$ cat config.mk
export PLATFORM = sky130hd
export DESIGN_NAME = peer_table_with_aging_flat
export DESIGN_NICKNAME = d
export VERILOG_FILES = /design/src/hw/rtl/pt_pkg.sv /design/src/hw/rtl/pt_if.sv /design/src/hw/rtl/pt_slot_mem.sv /design/src/hw/rtl/pt_engine.sv /design/src/hw/rtl/peer_table_with_aging.sv /design/src/flat_wrapper.sv
export SDC_FILE = /design/constraint.sdc
export NUM_CORES = 2
export LEC_CHECK = 0
export ABC_CLOCK_PERIOD_IN_PS = 8600
export BUFFER_PORTS_ARGS = -buffer_cell sky130_fd_sc_hd__buf_2
export CORE_AREA = 2 2 334 336
export DETAILED_ROUTE_END_ITERATION = 10
export DIE_AREA = 0 0 336 338
export PLACE_DENSITY = 0.79
export SYNTH_ARGS = -nofsm -noshare
export SYNTH_HDL_FRONTEND = slang
export SYNTH_SLANG_ARGS = --single-unit
$ cat constraint.sdc
create_clock -name clk -period 8.6 [get_ports clk]
set_clock_uncertainty 0.05 [all_clocks]
set_input_delay 0.43 -clock clk [delete_from_list [all_inputs] [get_ports clk]]
set_output_delay 0.43 -clock clk [all_outputs]
set_load 0.01 [all_outputs]
$ cat src/hw/rtl/pt_pkg.sv
`default_nettype none
// ----------------------------------------------------------------------------
// pt_pkg
// Shared types and constants for the peer table with aging.
// ----------------------------------------------------------------------------
package pt_pkg;

    // default table depth
    localparam int TABLE_DEPTH_DEF = 16;

    // configuration register map
    localparam int CFG_IDX_W  = 1;
    localparam int CFG_DATA_W = 32;
    localparam logic [CFG_IDX_W-1:0] REG_PEER_TTL     = 1'b0;
    localparam logic [CFG_IDX_W-1:0] REG_BEACON_INTVL = 1'b1;

    localparam logic [31:0] TTL_RESET      = 32'd5000;
    localparam logic [31:0] INTERVAL_RESET = 32'd1000;

    // item opcodes
    localparam logic OP_RX    = 1'b0;
    localparam logic OP_AGING = 1'b1;

    // packet header
    localparam logic [7:0] HDR_BYTES        = 8'd4;
    localparam logic [7:0] TYPE_PLAYER_INFO = 8'd1;

    // result status codes
    typedef enum logic [2:0] {
        ST_SHORT     = 3'd0,
        ST_ADDED     = 3'd1,
        ST_REFRESHED = 3'd2,
        ST_IGNORED   = 3'd3,
        ST_FULL      = 3'd4,
        ST_AGED      = 3'd5
    } status_t;

    // one table slot as held in the slot memory
    typedef struct packed {
        logic [47:0] mac;
        logic [31:0] last_seen;
        logic [7:0]  side;
        logic        hunter;
    } peer_entry_t;

    // latched input item
    typedef struct packed {
        logic        opcode;
        logic [31:0] now_ms;
        logic [47:0] src_mac;
        logic [7:0]  pkt_len;
        logic [7:0]  pkt_type;
        logic [7:0]  side;
        logic        is_hunter;
    } item_t;

endpackage
`default_nettype wire

$ cat src/hw/rtl/pt_if.sv
`default_nettype none
// ----------------------------------------------------------------------------
// pt_if
// Valid/ready channels: input items and result items.
// ----------------------------------------------------------------------------
interface pt_in_if;
    logic        valid;
    logic        ready;
    logic        opcode;
    logic [31:0] now_ms;
    logic [47:0] src_mac;
    logic [7:0]  pkt_len;
    logic [7:0]  pkt_type;
    logic [7:0]  side;
    logic        is_hunter;

    modport source (
        output valid, opcode, now_ms, src_mac, pkt_len, pkt_type, side, is_hunter,
        input  ready
    );
    modport sink (
        input  valid, opcode, now_ms, src_mac, pkt_len, pkt_type, side, is_hunter,
        output ready
    );
endinterface

interface pt_out_if;
    logic       valid;
    logic       ready;
    logic [2:0] status;
    logic [3:0] slot_index;
    logic [4:0] removed_count;
    logic [4:0] occupancy;
    logic       broadcast_due;

    modport source (
        output valid, status, slot_index, removed_count, occupancy, broadcast_due,
        input  ready
    );
    modport sink (
        input  valid, status, slot_index, removed_count, occupancy, broadcast_due,
        output ready
    );
endinterface
`default_nettype wire

$ cat src/hw/rtl/pt_slot_mem.sv
`default_nettype none
// ----------------------------------------------------------------------------
// pt_slot_mem
// Slot store: one write port, one read port, registered read data.
// ----------------------------------------------------------------------------
module pt_slot_mem
    import pt_pkg::*;
#(
    parameter int DEPTH = TABLE_DEPTH_DEF,
    parameter int IW    = (DEPTH > 1) ? $clog2(DEPTH) : 1
)
(
    input  wire logic          clk,
    input  wire logic          rd_en,
    input  wire logic [IW-1:0] rd_addr,
    output peer_entry_t        rd_data,
    input  wire logic          wr_en,
    input  wire logic [IW-1:0] wr_addr,
    input  wire peer_entry_t   wr_data
);

    peer_entry_t mem [DEPTH];

    // write port
    always_ff @(posedge clk)
    begin
        if (wr_en)
        begin
            mem[wr_addr] <= wr_data;
        end
    end

    // read port, registered
    always_ff @(posedge clk)
    begin
        if (rd_en)
        begin
            rd_data <= mem[rd_addr];
        end
    end

endmodule
`default_nettype wire

$ cat src/hw/rtl/pt_engine.sv
`default_nettype none
// ----------------------------------------------------------------------------
// pt_engine
// Slot scan sequencer: match, refresh, insert and expiry over the slot
// memory, valid bits and occupancy count, plus the beacon timer and the result register.
// ----------------------------------------------------------------------------
module pt_engine
    import pt_pkg::*;
#(
    parameter int DEPTH = TABLE_DEPTH_DEF,
    parameter int IW    = (DEPTH > 1) ? $clog2(DEPTH) : 1,
    parameter int CW    = $clog2(DEPTH + 1)
)
(
    input  wire logic          clk,
    input  wire logic          rst_n,
    input  wire logic [31:0]   peer_ttl_ms,
    input  wire logic [31:0]   beacon_interval_ms,
    pt_in_if.sink              item,
    pt_out_if.source           result,
    output logic               rd_en,
    output logic [IW-1:0]      rd_addr,
    input  wire peer_entry_t   rd_data,
    output logic               wr_en,
    output logic [IW-1:0]      wr_addr,
    output peer_entry_t        wr_data
);

    typedef enum logic [1:0] {S_IDLE, S_SCAN, S_FINISH} state_t;

    state_t          state_reg, state_next;
    item_t           item_reg, item_next;
    logic [CW-1:0]   addr_reg, addr_next;
    logic            chk_vld_reg, chk_vld_next;
    logic [IW-1:0]   chk_idx_reg, chk_idx_next;
    logic [DEPTH-1:0] valid_reg, valid_next;
    logic [CW-1:0]   occ_reg, occ_next;
    logic [CW-1:0]   removed_reg, removed_next;
    logic            free_found_reg, free_found_next;
    logic [IW-1:0]   free_idx_reg, free_idx_next;
    status_t         res_status_reg, res_status_next;
    logic [IW-1:0]   res_idx_reg, res_idx_next;
    logic [31:0]     beacon_reg, beacon_next;
    logic            rv_reg, rv_next;
    logic [2:0]      o_status_reg, o_status_next;
    logic [3:0]      o_idx_reg, o_idx_next;
    logic [4:0]      o_removed_reg, o_removed_next;
    logic [4:0]      o_occ_reg, o_occ_next;
    logic            o_due_reg, o_due_next;

    logic            last_slot;
    logic            hit;
    logic            expired;
    logic [31:0]     idle_ms;
    logic [31:0]     since_beacon;

    assign item.ready = (state_reg == S_IDLE);

    assign result.valid         = rv_reg;
    assign result.status        = o_status_reg;
    assign result.slot_index    = o_idx_reg;
    assign result.removed_count = o_removed_reg;
    assign result.occupancy     = o_occ_reg;
    assign result.broadcast_due = o_due_reg;

    // per-slot checks on the entry read last cycle
    assign last_slot    = (chk_idx_reg == IW'(DEPTH - 1));
    assign idle_ms      = item_reg.now_ms - rd_data.last_seen;
    assign expired      = valid_reg[chk_idx_reg] && (idle_ms > peer_ttl_ms);
    assign hit          = valid_reg[chk_idx_reg] && (rd_data.mac == item_reg.src_mac);
    assign since_beacon = item_reg.now_ms - beacon_reg;

    // next-state logic
    always_comb
    begin
        state_next      = state_reg;
        item_next       = item_reg;
        addr_next       = addr_reg;
        chk_vld_next    = chk_vld_reg;
        chk_idx_next    = chk_idx_reg;
        valid_next      = valid_reg;
        occ_next        = occ_reg;
        removed_next    = removed_reg;
        free_found_next = free_found_reg;
        free_idx_next   = free_idx_reg;
        res_status_next = res_status_reg;
        res_idx_next    = res_idx_reg;
        beacon_next     = beacon_reg;
        rv_next         = rv_reg;
        o_status_next   = o_status_reg;
        o_idx_next      = o_idx_reg;
        o_removed_next  = o_removed_reg;
        o_occ_next      = o_occ_reg;
        o_due_next      = o_due_reg;

        rd_en   = 1'b0;
        rd_addr = addr_reg[IW-1:0];
        wr_en   = 1'b0;
        wr_addr = chk_idx_reg;
        wr_data = rd_data;

        // result taken by the sink
        if (rv_reg && result.ready)
        begin
            rv_next = 1'b0;
        end

        case (state_reg)
            S_IDLE:
            begin
                if (item.valid)
                begin
                    item_next.opcode    = item.opcode;
                    item_next.now_ms    = item.now_ms;
                    item_next.src_mac   = item.src_mac;
                    item_next.pkt_len   = item.pkt_len;
                    item_next.pkt_type  = item.pkt_type;
                    item_next.side      = item.side;
                    item_next.is_hunter = item.is_hunter;
                    addr_next       = '0;
                    chk_vld_next    = 1'b0;
                    removed_next    = '0;
                    free_found_next = 1'b0;
                    res_idx_next    = '0;
                    res_status_next = ST_AGED;
                    if ((item.opcode == OP_RX) && (item.pkt_len < HDR_BYTES))
                    begin
                        res_status_next = ST_SHORT;
                        state_next      = S_FINISH;
                    end
                    else
                    begin
                        state_next = S_SCAN;
                    end
                end
            end

            S_SCAN:
            begin
                // issue the next slot read
                if (addr_reg < CW'(DEPTH))
                begin
                    rd_en        = 1'b1;
                    chk_vld_next = 1'b1;
                    chk_idx_next = addr_reg[IW-1:0];
                    addr_next    = addr_reg + 1'b1;
                end
                else
                begin
                    chk_vld_next = 1'b0;
                end

                // evaluate the slot whose data has arrived
                if (chk_vld_reg)
                begin
                    if (item_reg.opcode == OP_AGING)
                    begin
                        if (expired)
                        begin
                            valid_next[chk_idx_reg] = 1'b0;
                            removed_next = removed_reg + 1'b1;
                            occ_next     = occ_reg - 1'b1;
                        end
                        if (last_slot)
                        begin
                            res_status_next = ST_AGED;
                            state_next      = S_FINISH;
                        end
                    end
                    else if (hit)
                    begin
                        // known peer: refresh last-seen, keep the rest
                        wr_en             = 1'b1;
                        wr_addr           = chk_idx_reg;
                        wr_data           = rd_data;
                        wr_data.last_seen = item_reg.now_ms;
                        res_status_next   = ST_REFRESHED;
                        res_idx_next      = chk_idx_reg;
                        state_next        = S_FINISH;
                    end
                    else
                    begin
                        // remember the lowest free slot
                        if (!valid_reg[chk_idx_reg] && !free_found_reg)
                        begin
                            free_found_next = 1'b1;
                            free_idx_next   = chk_idx_reg;
                        end
                        if (last_slot)
                        begin
                            state_next = S_FINISH;
                            if (item_reg.pkt_type != TYPE_PLAYER_INFO)
                            begin
                                res_status_next = ST_IGNORED;
                            end
                            else if (free_found_next)
                            begin
                                wr_en             = 1'b1;
                                wr_addr           = free_idx_next;
                                wr_data.mac       = item_reg.src_mac;
                                wr_data.last_seen = item_reg.now_ms;
                                wr_data.side      = item_reg.side;
                                wr_data.hunter    = item_reg.is_hunter;
                                valid_next[free_idx_next] = 1'b1;
                                occ_next          = occ_reg + 1'b1;
                                res_status_next   = ST_ADDED;
                                res_idx_next      = free_idx_next;
                            end
                            else
                            begin
                                res_status_next = ST_FULL;
                            end
                        end
                    end
                end
            end

            S_FINISH:
            begin
                // load the result register once it is free
                if (!rv_reg || result.ready)
                begin
                    rv_next        = 1'b1;
                    o_status_next  = res_status_reg;
                    o_idx_next     = 4'(res_idx_reg);
                    o_removed_next = 5'(removed_reg);
                    o_occ_next     = 5'(occ_reg);
                    o_due_next     = 1'b0;
                    if ((item_reg.opcode == OP_AGING) && (since_beacon >= beacon_interval_ms))
                    begin
                        o_due_next  = 1'b1;
                        beacon_next = item_reg.now_ms;
                    end
                    state_next = S_IDLE;
                end
            end

            default:
            begin
                state_next = S_IDLE;
            end
        endcase
    end

    // state and registered outputs
    always_ff @(posedge clk or negedge rst_n)
    begin
        if (!rst_n)
        begin
            state_reg      <= S_IDLE;
            item_reg       <= '0;
            addr_reg       <= '0;
            chk_vld_reg    <= 1'b0;
            chk_idx_reg    <= '0;
            valid_reg      <= '0;
            occ_reg        <= '0;
            removed_reg    <= '0;
            free_found_reg <= 1'b0;
            free_idx_reg   <= '0;
            res_status_reg <= ST_SHORT;
            res_idx_reg    <= '0;
            beacon_reg     <= '0;
            rv_reg         <= 1'b0;
            o_status_reg   <= '0;
            o_idx_reg      <= '0;
            o_removed_reg  <= '0;
            o_occ_reg      <= '0;
            o_due_reg      <= 1'b0;
        end
        else
        begin
            state_reg      <= state_next;
            item_reg       <= item_next;
            addr_reg       <= addr_next;
            chk_vld_reg    <= chk_vld_next;
            chk_idx_reg    <= chk_idx_next;
            valid_reg      <= valid_next;
            occ_reg        <= occ_next;
            removed_reg    <= removed_next;
            free_found_reg <= free_found_next;
            free_idx_reg   <= free_idx_next;
            res_status_reg <= res_status_next;
            res_idx_reg    <= res_idx_next;
            beacon_reg     <= beacon_next;
            rv_reg         <= rv_next;
            o_status_reg   <= o_status_next;
            o_idx_reg      <= o_idx_next;
            o_removed_reg  <= o_removed_next;
            o_occ_reg      <= o_occ_next;
            o_due_reg      <= o_due_next;
        end
    end

endmodule
`default_nettype wire

$ cat src/hw/rtl/peer_table_with_aging.sv
`default_nettype none
// ----------------------------------------------------------------------------
// peer_table_with_aging
// Bounded peer table keyed by source MAC, with refresh, insertion, idle
// expiry and a broadcast interval timer.
//
//   channel   dir  transfer
//   item      in   valid/ready, one packet or aging tick per transfer
//   result    out  valid/ready, one status record per item
//   cfg       in   write enable, index, 32-bit data; no handshake
//
// A short packet goes straight to the final step; any other item scans
// the slots one per cycle through the single read port of the slot
// memory (a refresh stops at the matching slot).
// Reset clears the valid bits at once, so no clearing pass is needed.
// A new item is taken while the previous result still waits; the scan
// holds in its final step until the result register is free.
// ----------------------------------------------------------------------------
module peer_table_with_aging
    import pt_pkg::*;
#(
    parameter int TABLE_DEPTH = TABLE_DEPTH_DEF
)
(
    input  wire logic                  clk,
    input  wire logic                  rst_n,
    input  wire logic                  cfg_we,
    input  wire logic [CFG_IDX_W-1:0]  cfg_index,
    input  wire logic [CFG_DATA_W-1:0] cfg_wdata,
    pt_in_if.sink                      item,
    pt_out_if.source                   result
);

    localparam int IW = (TABLE_DEPTH > 1) ? $clog2(TABLE_DEPTH) : 1;

    logic [31:0] ttl_reg;
    logic [31:0] interval_reg;

    logic        rd_en;
    logic [IW-1:0] rd_addr;
    peer_entry_t rd_data;
    logic        wr_en;
    logic [IW-1:0] wr_addr;
    peer_entry_t wr_data;

    // configuration registers
    always_ff @(posedge clk or negedge rst_n)
    begin
        if (!rst_n)
        begin
            ttl_reg      <= TTL_RESET;
            interval_reg <= INTERVAL_RESET;
        end
        else if (cfg_we)
        begin
            case (cfg_index)
                REG_PEER_TTL:     ttl_reg      <= cfg_wdata;
                REG_BEACON_INTVL: interval_reg <= cfg_wdata;
                default:          ;
            endcase
        end
    end

    // slot storage
    pt_slot_mem #(
        .DEPTH (TABLE_DEPTH),
        .IW    (IW)
    ) u_mem (
        .clk     (clk),
        .rd_en   (rd_en),
        .rd_addr (rd_addr),
        .rd_data (rd_data),
        .wr_en   (wr_en),
        .wr_addr (wr_addr),
        .wr_data (wr_data)
    );

    // scan sequencer
    pt_engine #(
        .DEPTH (TABLE_DEPTH),
        .IW    (IW)
    ) u_engine (
        .clk                (clk),
        .rst_n              (rst_n),
        .peer_ttl_ms        (ttl_reg),
        .beacon_interval_ms (interval_reg),
        .item               (item),
        .result             (result),
        .rd_en              (rd_en),
        .rd_addr            (rd_addr),
        .rd_data            (rd_data),
        .wr_en              (wr_en),
        .wr_addr            (wr_addr),
        .wr_data            (wr_data)
    );

endmodule
`default_nettype wire
$ cat src/flat_wrapper.sv
// flat-port wrapper written by rule: the top's interface ports become plain ports
module peer_table_with_aging_flat import pt_pkg::*;
#(
    parameter int TABLE_DEPTH = TABLE_DEPTH_DEF
)
  (clk, rst_n, cfg_we, cfg_index, cfg_wdata, item_valid, item_opcode, item_now_ms, item_src_mac, item_pkt_len, item_pkt_type, item_side, item_is_hunter, item_ready, result_valid, result_status, result_slot_index, result_removed_count, result_occupancy, result_broadcast_due, result_ready);
  pt_in_if item_i ();
  pt_out_if result_i ();
  input  wire logic clk;
  input  wire logic rst_n;
  input  wire logic cfg_we;
  input  wire logic [CFG_IDX_W-1:0] cfg_index;
  input  wire logic [CFG_DATA_W-1:0] cfg_wdata;
  input wire logic [$bits(item_i.valid)-1:0] item_valid;
  input wire logic [$bits(item_i.opcode)-1:0] item_opcode;
  input wire logic [$bits(item_i.now_ms)-1:0] item_now_ms;
  input wire logic [$bits(item_i.src_mac)-1:0] item_src_mac;
  input wire logic [$bits(item_i.pkt_len)-1:0] item_pkt_len;
  input wire logic [$bits(item_i.pkt_type)-1:0] item_pkt_type;
  input wire logic [$bits(item_i.side)-1:0] item_side;
  input wire logic [$bits(item_i.is_hunter)-1:0] item_is_hunter;
  output wire logic [$bits(item_i.ready)-1:0] item_ready;
  output wire logic [$bits(result_i.valid)-1:0] result_valid;
  output wire logic [$bits(result_i.status)-1:0] result_status;
  output wire logic [$bits(result_i.slot_index)-1:0] result_slot_index;
  output wire logic [$bits(result_i.removed_count)-1:0] result_removed_count;
  output wire logic [$bits(result_i.occupancy)-1:0] result_occupancy;
  output wire logic [$bits(result_i.broadcast_due)-1:0] result_broadcast_due;
  input wire logic [$bits(result_i.ready)-1:0] result_ready;
  assign item_i.valid = item_valid;
  assign item_i.opcode = item_opcode;
  assign item_i.now_ms = item_now_ms;
  assign item_i.src_mac = item_src_mac;
  assign item_i.pkt_len = item_pkt_len;
  assign item_i.pkt_type = item_pkt_type;
  assign item_i.side = item_side;
  assign item_i.is_hunter = item_is_hunter;
  assign item_ready = item_i.ready;
  assign result_valid = result_i.valid;
  assign result_status = result_i.status;
  assign result_slot_index = result_i.slot_index;
  assign result_removed_count = result_i.removed_count;
  assign result_occupancy = result_i.occupancy;
  assign result_broadcast_due = result_i.broadcast_due;
  assign result_i.ready = result_ready;
  peer_table_with_aging #(.TABLE_DEPTH(TABLE_DEPTH)) u_core (.clk(clk), .rst_n(rst_n), .cfg_we(cfg_we), .cfg_index(cfg_index), .cfg_wdata(cfg_wdata), .item(item_i), .result(result_i));
endmodule
Word level (Yosys, flattened, before mapping)
Memories as Yosys holds them, arrays and structs flattened. A register that Yosys moved wholly into a read port is not among the register bits.
Cells that the tools add are included.
- word-level logic and storage cells: 195
- bits in registers: 263
- bits in writable memories: 1424
- input bits: 144
- memories: 1
- output and inout bits: 20
- memory list (memory ; words ; width ; read ports ; clocked after Yosys merged registers in ; wr ports ; RTL line ; text):
    u_core.u_mem.mem ; 16 ; 89 ; 1 ; 1 ; 1 ; pt_slot_mem.sv:22 ; peer_entry_t mem [DEPTH];
- equal/unequal tests: 20
- reductions and logical operators: 31
- muxes and demuxes: 96
- bitwise gates (word level): 7
- add/subtract/negate cells: 6
- $lt $le $gt $ge: 8
- operators by type and width (kind ; number):
    $mux W89 ; 7
    $mux W16 ; 6
    $mux W4 ; 19
    $sub A32 B32 Y32 ; 2
    $mux W5 ; 11
    $eq A48 B48 Y1 ; 1
    $ge A32 B32 Y1 ; 1
    $gt A32 B32 Y1 ; 1
    $mux W1 ; 27
    $mux W3 ; 9
    $ne A2 B2 Y1 const B ; 10
    $pmux W5 S2 ; 2
    $and A16 B16 Y16 ; 1
    $not A16 Y16 ; 1
    $or A16 B16 Y16 ; 1
    $add A5 B1 Y5 const B ; 3
    $reduce_and A5 Y1 ; 3
    $mux W2 ; 7
    $reduce_and A7 Y1 ; 2
    $ne A3 B3 Y1 const B ; 4
    $reduce_and A2 Y1 ; 6
    $lt A4 B5 Y1 const B ; 2
    $reduce_and A3 Y1 ; 3
    $demux W1 S4 ; 2
    21 further kinds ; 37

Logic depth before layout (Yosys ltp)
- word-level depth: 19
- gate-level depth with buffers: 24
- gate-level depth less buffers: 23

By module
From an unflattened synthesis, not the netlist that was laid out.
- cell total of the unflattened synthesis: 4358
- area, all modules: 74071.0 sq um
- modules (own cells, without submodules) (module ; area an instance (sq um) ; cells an instance ; times used ; sequential area each (sq um)):
    pt_slot_mem ; 55912.4 ; 2282 ; 1 ; 45433.6
    pt_engine ; 15718.8 ; 1939 ; 1 ; 4979.8
    peer_table_with_aging ; 2439.8 ; 137 ; 1 ; 1615.3

Worst setup path before layout
OpenSTA, ideal clock, no wires.
- kind: flip-flop to flip-flop
- from: reg u_core.u_engine.chk_idx_reg[1]
- to: mem u_core.u_mem.mem[8][10] in the netlist's numbering, enable pin
- cell stages (with the launch flop): 11
- setup slack: 2.124 ns
- path buffers: 2
- arrival: 5.907 ns
- data required time: 8.031 ns
- period minus slack after synthesis: 6.476 ns
- library setup time: 0.519 ns
- path through: dfrtp_1 -> buf_4 -> mux4_2 -> mux2i_1 -> mux2_4 -> nor4_4 -> nor2_1 -> or2_1 -> buf_6 -> or3_1 -> nor2_1
- word-level cells in the longest chain between the ends: 18
- elaborated cells on any way between the ends: 32
- those cells by class: eq/ne: 1; mux: 28; reduce/logical: 3
- ends and longest elaborated chain (element ; RTL line ; text):
    start: declaration ; pt_engine.sv:35 ; logic [IW-1:0] chk_idx_reg, chk_idx_next;
    start signal: assignment ; pt_engine.sv:276 ; chk_idx_reg <= chk_idx_next;
    $bmux W1 S4 ; pt_engine.sv:70, pt_engine.sv:184 ;
    $mux W1 (not written as such) ; pt_engine.sv:70, pt_engine.sv:184 ;
    $logic_not A1 Y1 ; pt_engine.sv:184 ; if (!valid_reg[chk_idx_reg] && !free_found_reg)
    $logic_and A1 B1 Y1 ; pt_engine.sv:184 ;
    $mux W1 ; pt_engine.sv:184 ;
    $mux W1 ; pt_engine.sv:170 ; else if (hit)
    $mux W1 ; pt_engine.sv:156 ; if (item_reg.opcode == OP_AGING)
    $mux W1 ; pt_engine.sv:154 ; if (chk_vld_reg)
    [... 2 more ...] ; -- ;
    $mux W1 ; pt_engine.sv:192 ; if (item_reg.pkt_type != TYPE_PLAYER_INFO)
    $mux W1 ; pt_engine.sv:189 ; if (last_slot)
    $mux W1 ; pt_engine.sv:170 ;
    $mux W1 ; pt_engine.sv:156 ;
    $mux W1 ; pt_engine.sv:154 ;
    $mux W1 ; pt_engine.sv:108 ; case (state_reg)
    $mux W1 ; pt_slot_mem.sv:27 ; if (wr_en)
    $mux W1 (not written as such) ; pt_slot_mem.sv:29 ; mem[wr_addr] <= wr_data;
    end: declaration ; pt_slot_mem.sv:22 ;
Parallel ways exist; a longest one is shown, timed or not. The select of a mux whose other input is x is not followed.

Final worst setup path
- from: reg u_core.u_engine.item_reg[74] in the netlist's numbering
- to: reg u_core.u_engine.valid_reg[6]
- word-level cells in the longest chain between the ends: 5
- ends and longest elaborated chain (element ; RTL line ; text):
    start: declaration ; pt_engine.sv:32 ; item_t item_reg, item_next;
    start signal: assignment ; pt_engine.sv:273 ; item_reg <= item_next;
    $sub A32 B32 Y32 ; pt_engine.sv:68 ; assign idle_ms = item_reg.now_ms - rd_data.last_seen;
    $gt A32 B32 Y1 ; pt_engine.sv:69 ; assign expired = valid_reg[chk_idx_reg] && (idle_ms > peer_ttl_ms);
    $logic_and A1 B1 Y1 ; pt_engine.sv:69 ;
    $ne A2 B1 Y1 (no source line) ; -- ;
    $reduce_and A7 Y1 (no source line) ; -- ;
    end signal: assignment ; pt_engine.sv:277 ; valid_reg <= valid_next;
    end: declaration ; pt_engine.sv:36 ; logic [DEPTH-1:0] valid_reg, valid_next;
No other way between the ends.
A chain may end at the register's enable or synchronous reset.

==> run metrics <==
PostCTS Resize Cnt=0; final hold viol count=0; top_reg_cell synth=edfxtp_1; antenna violations before repair=2; most common cell after layout, fill and taps aside=edfxtp_1; Diodes inserted=0; Clock transition at path regs=0.06 ns; DRT Pass-1 Iters=6; register area=47200 sq um; die area=114000 sq um; CTS Buf Count=156; worst-path fanout max=14; headroom to the max-slew limit=15.7%; total core area=110000 sq um; RSZ-0062 raised after global routing=false; worst-margin pin slew=1.26 ns; startpoint types=flip-flop; Post-Route Setup TNS=0 ns; FF+latch count, synth=1614; initial drt markers=4627; Cell Area, Synth=67700 sq um; hold slack=0.233 ns; Detail Route Antenna Nets=0; Gate Count Post-Synth=3874; Reg-to-Reg End=u_core.u_engine.valid_reg[6]$_DFFE_PN0P_; final worst slack=1.76 ns; most frequent cells in the layout=edfxtp_1 (1360), mux4_2 (404), nand2_1 (399), dfrtp_1 (239), clkbuf_16 (160); vias per inst=6.56; CP bufs+invs=1; Worst path slowest cell=or3b_2; WL final=169000 microns; r2r setup slk=1.76 ns; Distinct cells, synth=72; RR Startpoint=u_core.u_engine.item_reg[74]$_DFFE_PN0P_; Max Cap Viol=0; via count=38.0k; die width=336 microns; DP HPWL=85700 microns; clk sinks=1614; Seq/Total Area, Yosys=69.7%; Post-Syn Area per Cell=17.5 sq um; Worst-Skew Late Latency=0.77 ns; # IOs=164; # DRC=0; worst vdd ir=0.424 mV; vias in the first global route=38.9k; root buffer cell=clkbuf_16; critical path arrival=7.46 ns; Core Rows=122; final count of pins violating max slew=0; first-pass GRT wire length=249000 microns; syn_nets=4152; Die Y-Extent=338 microns; grt ovf=0; share of layout cells above drive strength 1=23.9%; wire per inst=29.1 microns; htree depth=4; Req. time, crit path=9.23 ns; post-layout util=69.7%; kind of critical path=reg -> reg; multi-input logic area=19500 sq um; CP top delay family=compound AO/OA/AOI/OAI gates; number of hold buffers added after cts=127; Leak=27.7 nW; Post-synth EDFFs=1360; Worst Hold Class=in -> async; Total GRT Usage=30.2%; Fmax=146 MHz; Async SR Flop Fraction=15.7%; Crit path top cell by count=o21ai_0; CTS tree=done; Reg2Reg Depth=19; Fillers=6662; worst-path cell chain=ha_1, nor2b_1, o31a_1, o41a_1, a21oi_1, o21ai_0, a221oi_1, o21ai_0, o41ai_1, xnor2_1, ha_1, nand4_1, nor4_1, o41ai_1, a211oi_2, buf_4, o221ai_1, or3b_2, o21ai_0; Power Dens Cells=342 nW/um^2; gpl congestion=0.909; Post-CTS Setup Repair Bufs=0; period utilisation layout=79.5%; Final setup viols=0; crit-path max cell delay=0.70 ns; pin count of the biggest net entering global routing=143; CTS max path bufs=3; Initial Util=61.6%; max reg flops=1280; outcome=complete, no violations; # port buffers=152; final net count=4453; min Tclk post-route=6.84 ns; Crit. End Element=flip-flop; Synth warnings=0; Place WS=1.82 ns; synthesis-to-layout area growth=13.2%
==> report_power, final <==
part	total, mW	switching [mW]	internal (mW)	leakage, nW
combinational	8.52	4.87	3.64	9.87
sequential	11.0	0.807	10.2	15.3
clock	6.71	2.94	3.77	2.44
total	26.2	8.62	17.6	27.7
==> cells in the mapped netlist (6+ instances only) <==
cell type | n | share of area (%)
edfxtp_1 | 1360 | 60
mux4_2 | 404 | 13
nand2_1 | 401 | 2.2
dfrtp_1 | 243 | 9.0
inv_1 | 143 | 0.79
mux2_2 | 141 | 2.3
clkbuf_1 | 138 | 0.76
ha_1 | 131 | 2.4
nand3_1 | 112 | 0.83
o21ai_0 | 95 | 0.70
nor2_1 | 80 | 0.44
a21oi_1 | 76 | 0.56
xor2_1 | 69 | 0.89
a21o_1 | 55 | 0.61
nand4_1 | 53 | 0.49
xnor2_1 | 44 | 0.57
o211ai_1 | 37 | 0.41
and3_1 | 36 | 0.33
buf_1 | 36 | 0.20
nor4_1 | 17 | 0.16
nand2b_1 | 16 | 0.15
o21a_1 | 14 | 0.16
nor3_1 | 13 | 0.096
dfstp_2 | 11 | 0.43
nor2b_1 | 11 | 0.10
o31ai_1 | 11 | 0.12
buf_2 | 10 | 0.074
o21bai_1 | 9 | 0.10
o41ai_1 | 9 | 0.12
a211oi_1 | 8 | 0.089
a31oi_1 | 7 | 0.065
or3_1 | 7 | 0.065
or2_2 | 6 | 0.055
==> metrics by stage <==
stage | area, sq um | cells | total power [mW]
2_1_floorplan | 67700 | 3874 | 17.0
3_3_place_gp | 70500 | 5378 | 19.1
3_5_place_dp | 70500 | 5378 | 19.4
4_1_cts | 76700 | 5796 | 26.2
5_1_grt | 76700 | 5796 | 27.3
6_report | 76700 | 5796 | 26.2
==> layout make-up <==
| class | count | area share [%] |
|---|---|---|
| sequential | 1614 | 61.6 |
| tap | 1488 | 2.43 |
| inverter | 143 | 0.700 |
| multi-input combinational | 1931 | 25.4 |
| clock inverter | 68 | 0.819 |
| clock buffer | 223 | 5.68 |
| timing repair buffer | 329 | 3.43 |
==> worst max path at each step <==
stage | from | to | slack (ns) | cells after the start
3_3_place_gp | u_core.u_engine.item_reg[74]$_DFFE_PN0P_ | u_core.u_engine.valid_reg[14]$_DFFE_PN0P_ | 1.89 | 19
2_1_floorplan | u_core.u_engine.chk_idx_reg[1]$_DFFE_PN0P_ | u_core.u_mem.mem[8][10]$_DFFE_PP_ | 2.12 | 10
6_report | u_core.u_engine.item_reg[74]$_DFFE_PN0P_ | u_core.u_engine.valid_reg[6]$_DFFE_PN0P_ | 1.76 | 19
3_5_place_dp | u_core.u_engine.item_reg[74]$_DFFE_PN0P_ | u_core.u_engine.valid_reg[14]$_DFFE_PN0P_ | 1.82 | 19
5_1_grt | u_core.u_engine.item_reg[74]$_DFFE_PN0P_ | u_core.u_engine.valid_reg[6]$_DFFE_PN0P_ | 1.28 | 19
4_1_cts | u_core.u_engine.item_reg[74]$_DFFE_PN0P_ | u_core.u_engine.valid_reg[6]$_DFFE_PN0P_ | 1.83 | 19
==> kinds of logic after synthesis <==
logic type	Yosys count	synth area share, %
flip-flops	1614	69.7
AND/OR/NAND/NOR	772	5.18
multiplexers	550	15.9
AO/OA/AOI/OAI	362	3.45
buffers and inverters	329	1.86
adder cells (fa/ha/maj)	134	2.51
XOR/XNOR	113	1.46
==> layer usage <==
layer	vias up	global-route usage, %	part of all wire, %
met5	-	0	0.012
met4	2	10.3	3.2
met3	362	5.50	8.8
met2	2180	50.8	50
met1	19600	40.3	38
li1	15800	-	-
Power figures use the tool's default switching activity.
